<file path="src/design/oets_pkg.sv">
// Shared constants and types for the odd-even transposition sort unit.
// Used by the controller, the datapath and the top level; depends on nothing.
package oets_pkg;

	// Number of elements the row can hold.
	localparam int CAPACITY = 16;
	// Width of an element.
	localparam int DATA_W = 32;
	// Width of a count that can hold CAPACITY itself.
	localparam int CNT_W = $clog2(CAPACITY + 1);
	// Width of an index into the row.
	localparam int IDX_W = $clog2(CAPACITY);

	// Commands from the controller to the datapath.
	typedef struct packed {
		logic             load_en;
		logic [IDX_W-1:0] load_idx;
		logic             sort_en;
		logic             phase_odd;
		logic [CNT_W-1:0] count;
		logic             shift_en;
	} oets_cmd_t;

endpackage

</file>
<file path="src/design/oets_ctrl.sv">
// Controller state machine of the odd-even transposition sort unit.
// Depends on oets_pkg; drives the datapath through an oets_cmd_t bundle.
module oets_ctrl
	import oets_pkg::*;
(
	input  logic      clk,
	input  logic      arst_n,
	input  logic      in_valid,
	input  logic      last,
	output logic      in_stall,
	output logic      out_valid,
	input  logic      out_stall,
	output logic      final_res,
	output logic      overflow,
	output oets_cmd_t cmd
);

	localparam logic [1:0] ST_LOAD = 2'd0;
	localparam logic [1:0] ST_SORT = 2'd1;
	localparam logic [1:0] ST_EMIT = 2'd2;

	logic [1:0]       state_q;
	logic [CNT_W-1:0] count_q;
	logic [CNT_W-1:0] round_q;
	logic             phase_q;
	logic             dropped_q;
	logic             in_acc;
	logic             out_acc;
	logic             full;

	assign in_stall  = (state_q != ST_LOAD);
	assign out_valid = (state_q == ST_EMIT);
	assign final_res = (count_q == CNT_W'(1));
	assign overflow  = dropped_q;

	assign in_acc  = in_valid && !in_stall;
	assign out_acc = out_valid && !out_stall;
	assign full    = (count_q == CNT_W'(CAPACITY));

	always_comb begin
		cmd.load_en   = in_acc && !full;
		cmd.load_idx  = count_q[IDX_W-1:0];
		cmd.sort_en   = (state_q == ST_SORT);
		cmd.phase_odd = phase_q;
		cmd.count     = count_q;
		cmd.shift_en  = out_acc;
	end

	always_ff @(posedge clk or negedge arst_n) begin
		if (!arst_n) begin
			state_q   <= ST_LOAD;
			count_q   <= '0;
			round_q   <= '0;
			phase_q   <= 1'b0;
			dropped_q <= 1'b0;
		end else begin
			case (state_q)
				ST_LOAD: begin
					if (in_acc) begin
						if (full) begin
							dropped_q <= 1'b1;
						end else begin
							count_q <= count_q + CNT_W'(1);
						end
						if (last) begin
							state_q <= ST_SORT;
							round_q <= '0;
							phase_q <= 1'b0;
						end
					end
				end
				ST_SORT: begin
					phase_q <= !phase_q;
					if (phase_q) begin
						// The odd phase closes a round.
						round_q <= round_q + CNT_W'(1);
						if (round_q + CNT_W'(1) == count_q) begin
							state_q <= ST_EMIT;
						end
					end
				end
				ST_EMIT: begin
					if (out_acc) begin
						count_q <= count_q - CNT_W'(1);
						if (count_q == CNT_W'(1)) begin
							state_q   <= ST_LOAD;
							dropped_q <= 1'b0;
						end
					end
				end
				default: begin
					state_q <= ST_LOAD;
				end
			endcase
		end
	end

endmodule

</file>
<file path="src/design/oets_dp.sv">
// Datapath of the odd-even transposition sort unit: the element row,
// one compare-exchange cell per neighboring pair, and the output shift.
// Depends on oets_pkg for its constants and the command bundle.
module oets_dp
	import oets_pkg::*;
(
	input  logic                     clk,
	input  oets_cmd_t                cmd,
	input  logic signed [DATA_W-1:0] value,
	output logic signed [DATA_W-1:0] sorted_value
);

	logic signed [DATA_W-1:0] row_q   [CAPACITY];
	logic signed [DATA_W-1:0] row_cex [CAPACITY];

	// All pairs of the current phase exchange at once; they never overlap.
	always_comb begin
		for (int i = 0; i < CAPACITY; i++) begin
			row_cex[i] = row_q[i];
		end
		for (int j = 0; j < CAPACITY - 1; j++) begin
			if (((j % 2) == int'(cmd.phase_odd)) && (CNT_W'(j + 1) < cmd.count) &&
			    (row_q[j] > row_q[j + 1])) begin
				row_cex[j]     = row_q[j + 1];
				row_cex[j + 1] = row_q[j];
			end
		end
	end

	always_ff @(posedge clk) begin
		if (cmd.load_en) begin
			row_q[cmd.load_idx] <= value;
		end else if (cmd.sort_en) begin
			for (int i = 0; i < CAPACITY; i++) begin
				row_q[i] <= row_cex[i];
			end
		end else if (cmd.shift_en) begin
			for (int i = 0; i < CAPACITY - 1; i++) begin
				row_q[i] <= row_q[i + 1];
			end
		end
	end

	assign sorted_value = row_q[0];

endmodule

</file>
<file path="src/design/odd_even_transposition_sort_unit.sv">
// Top level of the odd-even transposition sort unit.
// Instantiates oets_ctrl and oets_dp; depends on oets_pkg.
//
// This block collects signed 32-bit elements, one per input item, into a row
// of CAPACITY (16) registers until an item marked last arrives; that item is
// an element of the set too. It then sorts the row in ascending order by
// odd-even transposition: as many rounds as there are elements, each round an
// even phase on pairs (0,1),(2,3),... and then an odd phase on pairs
// (1,2),(3,4),..., with every pair of a phase handled in the same cycle by
// its own compare-exchange cell. Equal elements are never swapped. Afterwards
// the sorted elements leave one per result item, the smallest first, by
// shifting the row toward its head; final_res marks the last one. Elements
// that arrive while the row is full are dropped, and every result of that
// set then carries overflow. Loading, sorting and emission follow one another;
// each sort phase is a single update of the whole row, and emission holds
// while the output is stalled. The input is stalled from the last item of a
// set until its final result has been taken. Only the entries that the
// current set has filled are ever compared or emitted, so the row needs no
// reset.
module odd_even_transposition_sort_unit
	import oets_pkg::*;
(
	input  logic                     clk,
	input  logic                     arst_n,
	input  logic                     in_valid,
	output logic                     in_stall,
	input  logic signed [DATA_W-1:0] value,
	input  logic                     last,
	output logic                     out_valid,
	input  logic                     out_stall,
	output logic signed [DATA_W-1:0] sorted_value,
	output logic                     final_res,
	output logic                     overflow
);

	// Command bundle from the controller to the datapath.
	oets_cmd_t cmd;

	// The controller sequences loading, the sort phases and emission.
	oets_ctrl u_ctrl (
		.clk       (clk),
		.arst_n    (arst_n),
		.in_valid  (in_valid),
		.last      (last),
		.in_stall  (in_stall),
		.out_valid (out_valid),
		.out_stall (out_stall),
		.final_res (final_res),
		.overflow  (overflow),
		.cmd       (cmd)
	);

	// The datapath holds the elements and does the compare-exchange work.
	oets_dp u_dp (
		.clk          (clk),
		.cmd          (cmd),
		.value        (value),
		.sorted_value (sorted_value)
	);

endmodule

</file>
<file path="config.mk">
export PLATFORM = sky130hd
export DESIGN_NAME = odd_even_transposition_sort_unit
export DESIGN_NICKNAME = d
export VERILOG_FILES = /design/src/design/oets_pkg.sv /design/src/design/oets_ctrl.sv /design/src/design/oets_dp.sv /design/src/design/odd_even_transposition_sort_unit.sv
export SDC_FILE = /design/constraint.sdc
export NUM_CORES = 2
export LEC_CHECK = 0
export BUFFER_PORTS_ARGS = -buffer_cell sky130_fd_sc_hd__clkbuf_2
export CAP_MARGIN = 0
export CORE_MARGIN = 1
export CORE_UTILIZATION = 40
export CTS_CLUSTER_SIZE = 28
export DETAILED_ROUTE_END_ITERATION = 7
export SYNTH_ARGS = -nofsm -noshare
export SYNTH_HDL_FRONTEND = slang
export SYNTH_SLANG_ARGS = --single-unit
</file>
<file path="constraint.sdc">
create_clock -name clk -period 6.1 [get_ports clk]
set_input_delay 0.61 -clock clk [delete_from_list [all_inputs] [get_ports clk]]
set_output_delay 0.61 -clock clk [all_outputs]
set_load 0.03 [all_outputs]
</file>
==> results by stage <==
Worst setup path:
- The largest single stage delay on the critical path is 840 ps.
- The cell family contributing the most delay on the critical path is simple AND/OR/NAND/NOR gates.
- Together, buffers and inverters on the worst path number 1.
- STA puts the critical path data arrival time at around 5200 ps.
- The launching element of the worst setup path is u_dp.row_q[7][15].
- Walking the worst path, the cells encountered are ha_1 -> nand4_1 -> nor4_1 -> a211oi_1 -> o21ai_1 -> mux2i_1 -> o21ai_1 -> nor2_1 -> nor2_2 -> buf_4.
- At the worst endpoint, the required time is 6420 ps.
- STA classifies the critical path endpoint as a flop.
- The biggest fanout along the worst timing path is 17.
- The largest individual stage delay along the critical path comes from the cell o21ai_1.
- The library cell appearing most often on the critical path is o21ai_1.
- The critical register-to-register path startpoint is u_dp.row_q[7][15].
- STA classifies the critical path startpoint as a flop.
- The kind of critical path is flop to flop.

Logic synthesis:
- The post-synthesis adder-cell area fraction is 17.0%.
- For this run, the number of Yosys warnings is 0.
- The compound-gate portion of the synthesized area is approximately 22%.
- Of all flip-flops after synthesis, the portion carrying an async set or reset was under 10%.
- The number of nets produced by synthesis is 3,876.
- The post-synthesis instance area is 0.0356 sq mm.
- The number of distinct standard cells referenced by the synthesized netlist is 69.
- The multiplexer share of the synthesized area is 0.144%.
- The post-synthesis sequential area ratio is 44.2%.
- Among all flip-flop cells after synthesis, the most frequent one is edfxtp_1.
- The count of mapped cells out of synthesis is 3,354.
- The number of enable flip-flop cells after synthesis is 512.
- Synthesis inferred 526 register bits.
- The combinational family with the most area after synthesis is compound AO/OA/AOI/OAI gates.
- The post-synthesis xor/xnor area fraction is less than 1%.
- The fraction of the mapped netlist area in simple logic gates is 9.10%.
- The average cell area after synthesis is approximately 11 sq um.

STA:
- The least setup slack across all paths after layout is ~1200 ps.
- Setup violations remaining at the end of the flow were counted as 0.
- For this run, the top clock speed supported by timing is 205 MHz.
- Setup repair after global routing left no endpoint under its margin.
- For the final routed database, the setup TNS stands at 0 ps.
- The number of hold-slack violations in the final timing report is 0.
- At the pin with the least slew margin, the transition time is between 1000 and 1500 ps.
- The worst relative slew slack is 18.3%.
- After layout, the worst path uses 80.0% of the clock period.
- The number of max-slew violations in the final report is 0.
- The shortest period the worst path allows is between 4000 and 5000 ps.
- Across all hold checks on the routed design, the worst slack comes to approximately 250 ps.
- The worst clock skew on the final layout is 17.7 ps.

Floorplan:
- The x dimension of the die is between 300 and 400 um.
- The floorplan has 109 rows.
- 73 I/O pins were placed.
- The region available for standard cell placement spans just under 0.09 sq mm.
- The starting utilization of the core area is 40.3%.
- The die is 300 um tall.
- The area of the die is approximately 0.09 sq mm.

Placement:
- The post-DP HPWL is about 82,000 um.
- The count of buffers from port buffering is 72.
- Prior to clock tree synthesis, the placed netlist has a worst setup slack of 1150 ps.
- The routability congestion estimate from global placement is ~0.9.

Clock network:
- Clock latency on the worst-skew pair, taken at its later pin, is around 630 ps.
- The number of setup buffers added after CTS is 0.
- The clock tree from TritonCTS is built.
- After clock tree synthesis, the clock-pin slew on the worst setup and hold paths is around 60 ps.
- The depth of the CTS H-tree is 2.
- The CTS buffer count is 60.
- The longest clock path from root to sink contains 3 buffers.
- The tree built by TritonCTS fans out to 526 sinks.
- The root buffer cell chosen for the clock tree is clkbuf_16.
- After clock tree synthesis, the repair step resized 0 gates.

Layout:
- The share of post-route cells with drive strength above 1 is 7.74%.
- The area overhead of the layout relative to synthesis is 9.69%.
- The net total in the final layout is 3,874.
- The count of filler cells inserted in the layout is 8,211.
- In the layout the commonest cells are edfxtp_1 (512), inv_1 (504), ha_1 (485), a221o_1 (382), a21oi_1 (224).
- The commonest non-fill, non-tap cell in the layout is edfxtp_1.

Routing:
- The final route contains 27.4k vias.
- The number of violations reported at the end of detailed-routing iteration 0 is 2,403.
- The final layout contains routed wiring with a total length of between 100,000 and 150,000 um.
- The first detailed-routing pass ran for 6 iterations.
- The detailed-route wire length per cell is 22.4 um.
- The detailed-route DRC error count is 0.
- The count of nets left with antenna violations once routing finished came out at 0.
- The number of vias per cell after detailed routing is 5.99.

Run status:
- The run finished with clean final reports.

Global routing:
- The number of antenna violations at the first check in global routing is 2.
- The first-pass GRT wire length is 157,000 um.
- Global routing consumed, over all layers together, 22.5% of the routing resources.
- Global routing finished with a remaining overflow of 0.
- Entering global routing, the biggest net connects 51 pins.
- The via count of the first global-routing pass is 26.2k.

Hold path:
- The kind of path behind the tightest hold check is primary input to flop.
- The startpoint identified for the worst hold timing path is last.

Job:
- Across the run, the number of max-cap violations was 0.
==> Yosys cell counts (5+ instances only) <==
master       n  area (sq um)
dfrtp_1     14           350
and3_1      36           225
xnor2_1     15           131
inv_1      504          1890
ha_1       485          6070
a221oi_1    14           123
a221oi_2    26           390
nand2_1    203           762
or4_1        7          52.6
o211ai_1    21           158
edfxtp_1   512         15400
nand2b_1    10          62.6
nor2b_1     26           163
a2111oi_0   10          87.6
o21ai_1      5          25.0
o211a_1      5          50.1
a21o_1      78           586
a211oi_1    23           173
o21a_1       8          60.1
buf_1        6          22.5
nor4_1      19           119
a31oi_1     10          62.6
a21oi_1    231          1160
buf_2       32           160
and2_1       5          31.3
xor2_1       5          43.8
nand4_1     82           513
o21ai_0     80           400
a221o_1    382          3820
o31ai_1     40           300
clkbuf_1   129           484
nand3_1     51           255
nor2_1     146           548
nor3_1      59           295
==> registers in the layout (all words and copies together), names as in the netlist <==
| name | cells |
|---|---|
| u_ctrl.round_q | 5 |
| u_ctrl.state_q | 2 |
| u_ctrl.overflow | 1 |
| u_ctrl.phase_q | 1 |
| u_ctrl.count_q | 5 |
| u_dp.row_q | 512 |
==> final timing paths <==
path | end | slack (ps) | depth (start not counted)
max | u_dp.row_q[7][5] | 1220 | 10
min | u_ctrl.state_q[0] | 250 | 3
max reg2reg | u_dp.row_q[7][5] | 1220 | 10
min reg2reg | u_ctrl.round_q[4] | 510 | 2
max in group asynchronous | u_ctrl.count_q[1] | 5380 | 2
min in group asynchronous | u_ctrl.count_q[2] | 430 | 2
==> through the flow <==
step	instance area, sq um	util [%]	std cells
detailed placement	37200	42.2	4454
CTS	39000	44.2	4564
global route	39000	44.3	4565
global placement	37200	42.2	4454
floorplan	35600	-	3354
finish	39100	44.3	4566
==> layout make-up <==
class,instances,area [sq um],area share [%]
inverters,505,1900,4.85
repair buffers,110,648,1.66
multi-input cells,2149,17500,44.8
well taps,1165,1460,3.73
flip-flops and latches,526,15700,40.3
diodes,2,5.00,0.0128
clock buffers,83,1660,4.25
clock inverters,26,165,0.423
==> worst reg2reg max path: stages, from the launching register on <==
cell and delay [ps]:
edfxtp_1 470, ha_1 370, nand4_1 240, nor4_1 750, a211oi_1 260, o21ai_1 230, mux2i_1 160, o21ai_1 840
nor2_1 150, nor2_2 730, buf_4 380
==> cell families after synthesis <==
group,after synthesis
compound gates,966
simple gates,672
xor+xnor,21
mux,5
buf+inv,679
fa+ha+maj,485
flops,526
==> metal layers <==
layer,vias to the layer above,track usage [%],routed length [um]
met1,13500,32.9,48100
met2,865,35.3,45500
met3,143,2.64,6140
met4,2,5.70,2330
li1,12900,-,-
met5,-,0.370,46
==> timing repair <==
item	CTS	global route
hold endpoints to repair	14	0
hold buffers	1	0
endpoints found under the setup margin	0	0
Power is left out: the tool's default activity adds up to more than one toggle a clock period on the data nets, which glitch-free logic cannot reach.
